--- src/hw/rtl/kalc_pkg.sv ---
// Types and constants for the key auto-repeat level controller.
// Used by every module of the block; depends on nothing.
package kalc_pkg;

  localparam int LEVEL_BITS     = 6;
  localparam int MS_BITS        = 16;
  localparam int CFG_DATA_BITS  = 16;
  localparam int CFG_INDEX_BITS = 3;
  localparam int KEY_CODE_BITS  = 10;

  typedef logic [LEVEL_BITS-1:0] level_t;
  typedef logic [MS_BITS-1:0]    ms_t;

  typedef enum logic [1:0] {
    OP_FRAME_BEGIN = 2'd0,
    OP_KEY_EVENT   = 2'd1,
    OP_FRAME_END   = 2'd2
  } op_t;

  typedef enum logic [1:0] {
    KEY_RELEASED = 2'd0,
    KEY_PRESSED  = 2'd1,
    KEY_REPEAT   = 2'd2,
    KEY_IGNORED  = 2'd3
  } key_value_t;

  typedef enum logic [CFG_INDEX_BITS-1:0] {
    REG_VOLUME_MAX      = 3'd0,
    REG_BRIGHTNESS_MAX  = 3'd1,
    REG_VOLUME_INIT     = 3'd2,
    REG_BRIGHTNESS_INIT = 3'd3,
    REG_FIRST_DELAY     = 3'd4,
    REG_REPEAT_INTERVAL = 3'd5,
    REG_SLEEP_GAP       = 3'd6
  } cfg_reg_t;

  localparam logic [KEY_CODE_BITS-1:0] KEY_MENU  = 10'd312;
  localparam logic [KEY_CODE_BITS-1:0] KEY_PLUS  = 10'd115;
  localparam logic [KEY_CODE_BITS-1:0] KEY_MINUS = 10'd114;

  localparam level_t RST_VOLUME_MAX      = 6'd20;
  localparam level_t RST_BRIGHTNESS_MAX  = 6'd10;
  localparam level_t RST_VOLUME_INIT     = 6'd0;
  localparam level_t RST_BRIGHTNESS_INIT = 6'd0;
  localparam ms_t    RST_FIRST_DELAY     = 16'd300;
  localparam ms_t    RST_REPEAT_INTERVAL = 16'd100;
  localparam ms_t    RST_SLEEP_GAP       = 16'd1000;

  typedef struct packed {
    logic up;
    logic down;
  } step_req_t;

endpackage

--- src/hw/rtl/kalc_level_step.sv ---
// Saturating up-then-down step of one level register.
// Depends on kalc_pkg for the level and step request types.
module kalc_level_step (
  input  kalc_pkg::level_t    level,
  input  kalc_pkg::level_t    level_max,
  input  kalc_pkg::step_req_t req,
  output kalc_pkg::level_t    level_next,
  output logic                changed
);
  import kalc_pkg::*;

  logic   up_ok;
  logic   down_ok;
  level_t level_up;

  always_comb begin
    up_ok      = req.up && (level < level_max);
    level_up   = up_ok ? level + level_t'(1) : level;
    down_ok    = req.down && (level_up != '0);
    level_next = down_ok ? level_up - level_t'(1) : level_up;
    changed    = up_ok || down_ok;
  end

endmodule

--- src/hw/rtl/key_autorepeat_level_control_core.sv ---
// Key auto-repeat level controller: top level.
// Depends on kalc_pkg and kalc_level_step.
//   Input channel (in_valid/in_ready) carries one request per item: a
//   frame begin with now_ms, a key event, or a frame end. Each accepted
//   request yields exactly one result on the output channel
//   (out_valid/out_ready): the volume and brightness levels after it and
//   flags set when a frame end stepped a level.
//   The result is registered at the accepting edge and shown from the
//   next cycle. Throughput is one request per cycle while the receiver
//   does not stall; the limit is the single result register, which
//   takes a new result in the cycle its old one leaves.
//   When the receiver stalls, the result holds and in_ready falls until
//   out_ready returns; nothing is lost or repeated.
//   Reset (rst, synchronous) clears all key state, loads the register
//   reset values, sets both levels to their initial values and empties
//   the result register.
//   Configuration: cfg_we with cfg_index and cfg_data writes one register
//   at once; writing an initial level also loads that level. Write only
//   while no request is in flight.
module key_autorepeat_level_control_core #(
  parameter int TIME_BITS = 32
) (
  input  logic                                 clk,
  input  logic                                 rst,
  input  logic                                 cfg_we,
  input  logic [kalc_pkg::CFG_INDEX_BITS-1:0]  cfg_index,
  input  logic [kalc_pkg::CFG_DATA_BITS-1:0]   cfg_data,
  input  logic                                 in_valid,
  output logic                                 in_ready,
  input  logic [1:0]                           op,
  input  logic                                 is_key_event,
  input  logic [kalc_pkg::KEY_CODE_BITS-1:0]   key_code,
  input  logic [1:0]                           key_value,
  input  logic [31:0]                          now_ms,
  output logic                                 out_valid,
  input  logic                                 out_ready,
  output kalc_pkg::level_t                     volume,
  output kalc_pkg::level_t                     brightness,
  output logic                                 volume_changed,
  output logic                                 brightness_changed
);
  import kalc_pkg::*;

  typedef logic [TIME_BITS-1:0] time_t;

  level_t volume_limit, brightness_limit;
  ms_t    first_delay_ms, repeat_interval_ms, sleep_gap_ms;

  logic  menu_held, up_held, up_fresh, down_held, down_fresh;
  logic  have_previous, skip_frame;
  time_t up_next_ms, down_next_ms, frame_time_ms, previous_frame_ms;
  level_t volume_level, brightness_level;

  logic  menu_held_next, up_held_next, up_fresh_next, down_held_next, down_fresh_next;
  logic  have_previous_next, skip_frame_next;
  time_t up_next_ms_next, down_next_ms_next, frame_time_ms_next, previous_frame_ms_next;

  logic      accept;
  logic      key_on;
  logic      m_held, u_held, u_fresh, d_held, d_fresh;
  logic      up_due, down_due;
  time_t     now_t, gap, armed, u_next, d_next;
  step_req_t step, vol_req, bri_req;
  level_t    volume_level_next, brightness_level_next;
  logic      vol_step_changed, bri_step_changed;

  assign in_ready = !out_valid || out_ready;
  assign accept   = in_valid && in_ready;
  assign now_t    = time_t'(now_ms);
  assign gap      = now_t - previous_frame_ms;
  assign armed    = frame_time_ms + time_t'(first_delay_ms);
  assign key_on   = (key_value != KEY_RELEASED);

  always_comb begin
    menu_held_next         = menu_held;
    up_held_next           = up_held;
    up_fresh_next          = up_fresh;
    down_held_next         = down_held;
    down_fresh_next        = down_fresh;
    have_previous_next     = have_previous;
    skip_frame_next        = skip_frame;
    up_next_ms_next        = up_next_ms;
    down_next_ms_next      = down_next_ms;
    frame_time_ms_next     = frame_time_ms;
    previous_frame_ms_next = previous_frame_ms;
    step                   = '0;

    m_held  = skip_frame ? 1'b0 : menu_held;
    u_held  = skip_frame ? 1'b0 : up_held;
    u_fresh = skip_frame ? 1'b0 : up_fresh;
    d_held  = skip_frame ? 1'b0 : down_held;
    d_fresh = skip_frame ? 1'b0 : down_fresh;
    u_next  = skip_frame ? '0 : up_next_ms;
    d_next  = skip_frame ? '0 : down_next_ms;
    up_due   = u_fresh || (u_held && (frame_time_ms >= u_next));
    down_due = d_fresh || (d_held && (frame_time_ms >= d_next));

    case (op)
      OP_FRAME_BEGIN: begin
        frame_time_ms_next = now_t;
        skip_frame_next    = have_previous && (gap > time_t'(sleep_gap_ms));
      end
      OP_KEY_EVENT: begin
        if (!skip_frame && is_key_event && (key_value != KEY_IGNORED)) begin
          if (key_code == KEY_MENU) begin
            menu_held_next = key_on;
          end else if (key_code == KEY_PLUS) begin
            up_held_next  = key_on;
            up_fresh_next = key_on;
            if (key_on) begin
              up_next_ms_next = armed;
            end
          end else if (key_code == KEY_MINUS) begin
            down_held_next  = key_on;
            down_fresh_next = key_on;
            if (key_on) begin
              down_next_ms_next = armed;
            end
          end
        end
      end
      OP_FRAME_END: begin
        step.up           = up_due;
        step.down         = down_due;
        menu_held_next    = m_held;
        up_held_next      = u_held;
        down_held_next    = d_held;
        up_fresh_next     = up_due ? 1'b0 : u_fresh;
        down_fresh_next   = down_due ? 1'b0 : d_fresh;
        up_next_ms_next   = (up_due && !u_fresh) ? u_next + time_t'(repeat_interval_ms)
                                                 : u_next;
        down_next_ms_next = (down_due && !d_fresh) ? d_next + time_t'(repeat_interval_ms)
                                                   : d_next;
        previous_frame_ms_next = frame_time_ms;
        have_previous_next     = 1'b1;
        skip_frame_next        = 1'b0;
      end
      default: begin
      end
    endcase

    vol_req = m_held ? '0 : step;
    bri_req = m_held ? step : '0;
  end

  kalc_level_step u_vol_step (
    .level      (volume_level),
    .level_max  (volume_limit),
    .req        (vol_req),
    .level_next (volume_level_next),
    .changed    (vol_step_changed)
  );

  kalc_level_step u_bri_step (
    .level      (brightness_level),
    .level_max  (brightness_limit),
    .req        (bri_req),
    .level_next (brightness_level_next),
    .changed    (bri_step_changed)
  );

  always_ff @(posedge clk) begin
    if (rst) begin
      volume_limit       <= RST_VOLUME_MAX;
      brightness_limit   <= RST_BRIGHTNESS_MAX;
      first_delay_ms     <= RST_FIRST_DELAY;
      repeat_interval_ms <= RST_REPEAT_INTERVAL;
      sleep_gap_ms       <= RST_SLEEP_GAP;
      volume_level       <= RST_VOLUME_INIT;
      brightness_level   <= RST_BRIGHTNESS_INIT;
    end else begin
      if (accept) begin
        volume_level     <= volume_level_next;
        brightness_level <= brightness_level_next;
      end
      if (cfg_we) begin
        case (cfg_index)
          REG_VOLUME_MAX:      volume_limit       <= cfg_data[LEVEL_BITS-1:0];
          REG_BRIGHTNESS_MAX:  brightness_limit   <= cfg_data[LEVEL_BITS-1:0];
          REG_VOLUME_INIT:     volume_level       <= cfg_data[LEVEL_BITS-1:0];
          REG_BRIGHTNESS_INIT: brightness_level   <= cfg_data[LEVEL_BITS-1:0];
          REG_FIRST_DELAY:     first_delay_ms     <= cfg_data[MS_BITS-1:0];
          REG_REPEAT_INTERVAL: repeat_interval_ms <= cfg_data[MS_BITS-1:0];
          REG_SLEEP_GAP:       sleep_gap_ms       <= cfg_data[MS_BITS-1:0];
          default: begin
          end
        endcase
      end
    end
  end

  always_ff @(posedge clk) begin
    if (rst) begin
      menu_held         <= 1'b0;
      up_held           <= 1'b0;
      up_fresh          <= 1'b0;
      down_held         <= 1'b0;
      down_fresh        <= 1'b0;
      have_previous     <= 1'b0;
      skip_frame        <= 1'b0;
      up_next_ms        <= '0;
      down_next_ms      <= '0;
      frame_time_ms     <= '0;
      previous_frame_ms <= '0;
    end else if (accept) begin
      menu_held         <= menu_held_next;
      up_held           <= up_held_next;
      up_fresh          <= up_fresh_next;
      down_held         <= down_held_next;
      down_fresh        <= down_fresh_next;
      have_previous     <= have_previous_next;
      skip_frame        <= skip_frame_next;
      up_next_ms        <= up_next_ms_next;
      down_next_ms      <= down_next_ms_next;
      frame_time_ms     <= frame_time_ms_next;
      previous_frame_ms <= previous_frame_ms_next;
    end
  end

  always_ff @(posedge clk) begin
    if (rst) begin
      out_valid <= 1'b0;
    end else if (accept) begin
      out_valid <= 1'b1;
    end else if (out_ready) begin
      out_valid <= 1'b0;
    end
  end

  always_ff @(posedge clk) begin
    if (accept) begin
      volume             <= volume_level_next;
      brightness         <= brightness_level_next;
      volume_changed     <= vol_step_changed;
      brightness_changed <= bri_step_changed;
    end
  end

endmodule

--- config.mk ---
export PLATFORM = sky130hd
export DESIGN_NAME = key_autorepeat_level_control_core
export DESIGN_NICKNAME = d
export VERILOG_FILES = /design/src/hw/rtl/kalc_pkg.sv /design/src/hw/rtl/kalc_level_step.sv /design/src/hw/rtl/key_autorepeat_level_control_core.sv
export SDC_FILE = /design/constraint.sdc
export NUM_CORES = 1
export LEC_CHECK = 0
export BUFFER_PORTS_ARGS = -buffer_cell sky130_fd_sc_hd__clkbuf_2
export CAP_MARGIN = 20
export CORE_MARGIN = 4
export CORE_UTILIZATION = 50
export DETAILED_ROUTE_END_ITERATION = 6
export GPL_ROUTABILITY_DRIVEN = 0
export PLACE_DENSITY = 0.74
export REMOVE_ABC_BUFFERS = 1
export SLEW_MARGIN = 30
export SYNTH_ARGS = -nofsm -noshare
export SYNTH_HDL_FRONTEND = slang
export SYNTH_SLANG_ARGS = --single-unit
--- constraint.sdc ---
create_clock -name clk -period 15 [get_ports clk]
set_input_delay 2.25 -clock clk [delete_from_list [all_inputs] [get_ports clk]]
set_output_delay 2.25 -clock clk [all_outputs]
set_load 0.01 [all_outputs]
---- After elaboration in Yosys (flattened, before gate mapping) ----
Index checks and enable logic that the tools add are counted.
cells by class
  add/subtract/negate cells ............... 8
  $mul .................................... 0
  divide/modulo/power cells ............... 0
  order comparisons ....................... 5
  equality and inequality tests ........... 19
  shifts and indexed selects .............. 0
  multiplexer cells ....................... 51
  bitwise operators ....................... 0
  reductions and logical operators ........ 42
operators by type and width
  kind                 number
  $mux 32              12
  $pmux 32 s2          2
  $add 32x16->32       3
  $ge 32x32->1         2
  $mux 6               10
  $gt 32x16->1         1
  $sub 32x32->32       1
  $eq 10x7->1 const B  2
  $mux 1               18
  $ne 2x2->1 const B   8
  $reduce_and 2->1     8
  $add 6x1->6 const B  2
  $logic_and 1x1->1    12
  $lt 6x6->1           2
  $pmux 1 s2           6
  $reduce_and 6->1     2
  $reduce_bool 6->1    2
  $sub 6x1->6 const B  2
  $eq 10x9->1 const B  1
  $eq 3x3->1 const B   3
  $reduce_bool 2->1    4
  $reduce_and 7->1     1
  $eq 3x2->1 const B   2
  $mux 2               3
  other kinds (9)      16
storage, ports and cells
  register bits ........................... 222
  latch bits .............................. 0
  RAM bits ................................ 0
  bits in read-only memories .............. 0
  logic and storage cells ................. 148
  memories ................................ 0

---- Longest topological paths before layout ----
  depth in word-level cells ............... 14
  gate-level depth with buffers ........... 24
  gate-level depth less buffers ........... 24

---- By module ----
Synthesis repeated with hierarchy kept, for this count alone.
second synthesis, totals
  cells, all modules ...................... 2,321
  area, all modules ....................... 17,186.5 µm²
modules (own cells, without submodules)
  module                             times used  cells each  area each (µm²)  sequential area each (µm²)
  key_autorepeat_level_control_core  1           2,163       16,067.9         4,584.4
  kalc_level_step                    2           79          559.3            0.0

---- Worst setup path after synthesis ----
Ideal clock, no wire load.
  path kind ............................... input to register
  start point ............................. input port now_ms[0]
  end point ............................... register skip_frame
  library setup time ...................... 0.127 ns
  arrival ................................. 6.312 ns
  data required time ...................... 14.873 ns
  slack ................................... 8.560 ns
  cell stages on the path ................. 23
  buffers on the path ..................... 0
  cell sequence ........................... inv_1 > ha_1 > inv_1 > fa_1 > a21o_1 > a21oi_1 > o21a_1 > o21bai_1 > a21oi_1 > o21ai_0 > a21oi_1 > o21bai_1 > a21oi_1 > xnor2_1 > ha_1 > nand4_1 > or3_1 > or2_2 > a211o_1 > a2111oi_0 > nand4b_1 > nor4_1 > a31oi_1
between the ends
  cells in the longest elaborated chain, start to end .. 4
RTL lines
  element               RTL line                                  source
  from (decl)           key_autorepeat_level_control_core.sv:34   input logic [31:0] now_ms,
  $sub 32x32->32        key_autorepeat_level_control_core.sv:70   assign gap = now_t - previous_frame_ms;
  $gt 32x16->1          key_autorepeat_level_control_core.sv:101  skip_frame_next = have_previous && (gap > time_t'(sleep_gap_ms));
  $logic_and 1x1->1     key_autorepeat_level_control_core.sv:101
  $pmux 1 s2            key_autorepeat_level_control_core.sv:98   case (op)
  to (signal assigned)  key_autorepeat_level_control_core.sv:212  skip_frame <= skip_frame_next;
  to (decl)             key_autorepeat_level_control_core.sv:50   logic have_previous, skip_frame;
Every way passes these cells.
A chain may end at the register's enable or synchronous reset.

---- Worst setup path after layout ----
Ends and elaborated chain as after synthesis.

==> results.ini <==
[clock_network]
clock_sinks = 222
numCtsBuffers = 27
ctsRootBufferMaster = clkbuf_16
cts_tree = done
cts_hold_buf = 0
postCtsResizedCells = 0
clkTransAtPathRegs_ps = 60
clock_latency_ps = 560
post_cts_buffers = 0
clk_path_buf_depth = 3
h-tree-depth = 1

[layout]
drive_above_1_share_pct = 8.08
nNetsFinal = 2581
area_growth_pct = 9.58
nFillCells = 3099
finalCoreUtilization_pct = 56.0
num_antenna_cells = 0
finalNonFillerCells = 2800
regArea_mm2 = 0.00459
multiInputGateArea_mm2 = 0.0117
final_cell_area_mm2 = 0.0189

[outcome]
outcome = finished clean

[synth]
synthArstFlopShare_pct = 0
syn_area_mm2 = 0.0173
synth-edff-count = 14
ys.flop_type = dfxtp_1
yosysWarnings = 0
synth_area_leaders = dfxtp_1 (24%), ha_1 (13%), nand2_1 (7.9%)
synth_top_cell_by_area = dfxtp_1
synth_area_per_cell_um2 = 7.48
syn_inst = 2306
synth_cell_types = 85
yosysMostFrequentCell = nand2_1
yosysSeqAreaShare_pct = 26.6
netlist_top_cells_count = nand2_1 (365), a21oi_1 (260), dfxtp_1 (208)
synth_top_area_share_pct = 24.1
yosys_register_bits = 222

[floorplan]
start_util_pct = 51.1
dieArea_mm2 = 0.0376
boundaryPins = 87
die_width_um = 194
core-area_mm2 = 0.0338
row_count = 67
die_y_um = 194

[global_routing]
grt_pass1_vias = 16300
antenna_found_initial = 0
grt_use_total_pct = 27.6
overflow = 0
grt_max_degree = 86
grt_pass1_wl_um = 86400

[power]
ir_worst_vdd_mv = 0.0711
power.density_mw_per_mm2 = 83.4
p_leak_nw = 7.76
power_mw = 1.58

[hold_path]
worstHoldPathType = reg -> reg
worstHoldPathCells = 2
hold_start = up_next_ms[13]$_SDFFE_PP0P_
hold-path-endpoint = up_next_ms[13]$_SDFFE_PP0P_

[sta]
finalSetupViolCount = 0
maxSlewViolCount = 0
holdWs_ps = 456
hold_viol_final = 0
fin_setup_tns_ps = 0
worst_pin_slew_ps = 1020
rsz0062_at_grt = no
setup_slack_ps = 8320
finalCritPeriodShare_pct = 44.5
skew_ps = 23.7
slew_headroom_pct = 31.0
fin_crit_ps = 6680
fmax_mhz = 150

[worst_setup_path]
reg2regPathDepth = 17
r2r-start = skip_frame$_SDFFE_PP0P_
critical_path_arrival_ps = 7110
worstSetupPathType = in -> reg
endpoint_kind = flop
reg2reg_setup_slack_ps = 9690
critPathRequiredTime_ps = 15420
start_kind = primary input
r2r_end = brightness_level[4]$_SDFF_PP0_
cp_max_fo = 3

[drt]
num_vias = 17200
firstDrtPassIters = 5
vias_per_cell = 6.14
drt-wirelength-per-cell_um = 19.4
postRouteAntennaNets = 0
drc = 0
drt-total-wl_um = 54200
drt-initial-drc-count = 1773

[placed_design]
hpwl_um = 39500
dpl.cell_count = 2750
io_buffers = 86
place_area_mm2 = 0.0180
pre_cts_ws_ps = 7900

[run]
cap_violations = 0

[power breakdown]
group / leakage, nW / switching (mW) / internal [mW]
Sequential: 1.83 / 0.0196 / 0.613
Clock: 0.448 / 0.281 / 0.405
Combinational: 5.48 / 0.164 / 0.0939
[routing by layer]
layer	vias to the layer above	share of wire (%)	GRT usage [%]	wire, um
met2	801	43	42.4	23100
met1	8006	44	39.0	23700
li1	8286	-	-	-
met4	0	3.5	9.57	1880
met5	-	0	0	0
met3	112	10	5.14	5550
[registers in the layout (all words and copies together) (netlist names), 16 cells and up]
name                count
previous_frame_ms      32
frame_time_ms          32
up_next_ms             32
first_delay_ms         16
repeat_interval_ms     16
down_next_ms           32
sleep_gap_ms           16
[critical path, cell delays in order]
cell and delay, ps:
clkbuf_2 90, inv_1 50, ha_1 160, inv_1 60
fa_1 400, a21o_1 210, a21oi_1 270, o21a_1 190
o21bai_1 80, a21oi_1 240, o21ai_0 130, a21oi_1 230
o21bai_1 90, a21oi_1 190, xnor2_1 100, ha_1 280
nand4_1 90, or3_1 410, or2_2 310, a211o_1 310
a2111oi_0 420, nand4b_1 160, nor4_1 250, a31oi_1 130
[cell type report]
class	instances	share of cell area, %
Inverter	150	2.98
Clock buffer	35	3.94
Clock inverter	15	0.933
Tap cell	448	2.96
Sequential cell	222	24.2
Multi-Input combinational cell	1828	62.0
Timing Repair Buffer	102	2.92
[logic make-up (layout without fill, tap and decap cells)]
family | Yosys count | count (layout) | share of synthesized area, %
AND/OR/NAND/NOR | 881 | 881 | 24.5
adder cells (fa/ha/maj) | 179 | 179 | 13.2
AO/OA/AOI/OAI | 656 | 656 | 24.2
multiplexers | 31 | 31 | 1.80
XOR/XNOR | 81 | 81 | 4.11
flip-flops | 222 | 222 | 26.6
buffers and inverters | 256 | 302 | 5.64
[placed cells by master (no fill, tap or decap), types with 28 or more instances in the layout]
cell | Yosys | final
nor3_1 | 42 | 41
a21oi_1 | 260 | 259
ha_1 | 175 | 175
dfxtp_1 | 208 | 207
mux2i_1 | 31 | 31
nand2b_1 | 77 | 76
nand3_1 | 73 | 73
xor2_1 | 30 | 30
nand4_1 | 34 | 34
xnor2_1 | 51 | 51
inv_1 | 149 | 149
nor2b_1 | 29 | 29
o211ai_1 | 35 | 35
o21ai_0 | 103 | 103
nand2_1 | 365 | 364
clkbuf_2 | 0 | 85
nor2_1 | 139 | 138
a21o_1 | 42 | 42
a211oi_1 | 28 | 28
[how the worst max path moves through the flow]
stage	start	endpoint	slack [ps]
5_1_grt	now_ms[0]	skip_frame$_SDFFE_PP0P_	8070
2_1_floorplan	now_ms[0]	skip_frame$_SDFFE_PP0P_	8560
4_1_cts	now_ms[0]	skip_frame$_SDFFE_PP0P_	8470
3_5_place_dp	now_ms[0]	skip_frame$_SDFFE_PP0P_	7900
6_report	now_ms[0]	skip_frame$_SDFFE_PP0P_	8320
3_3_place_gp	now_ms[0]	skip_frame$_SDFFE_PP0P_	8100
(Power assumes the default switching activity.)
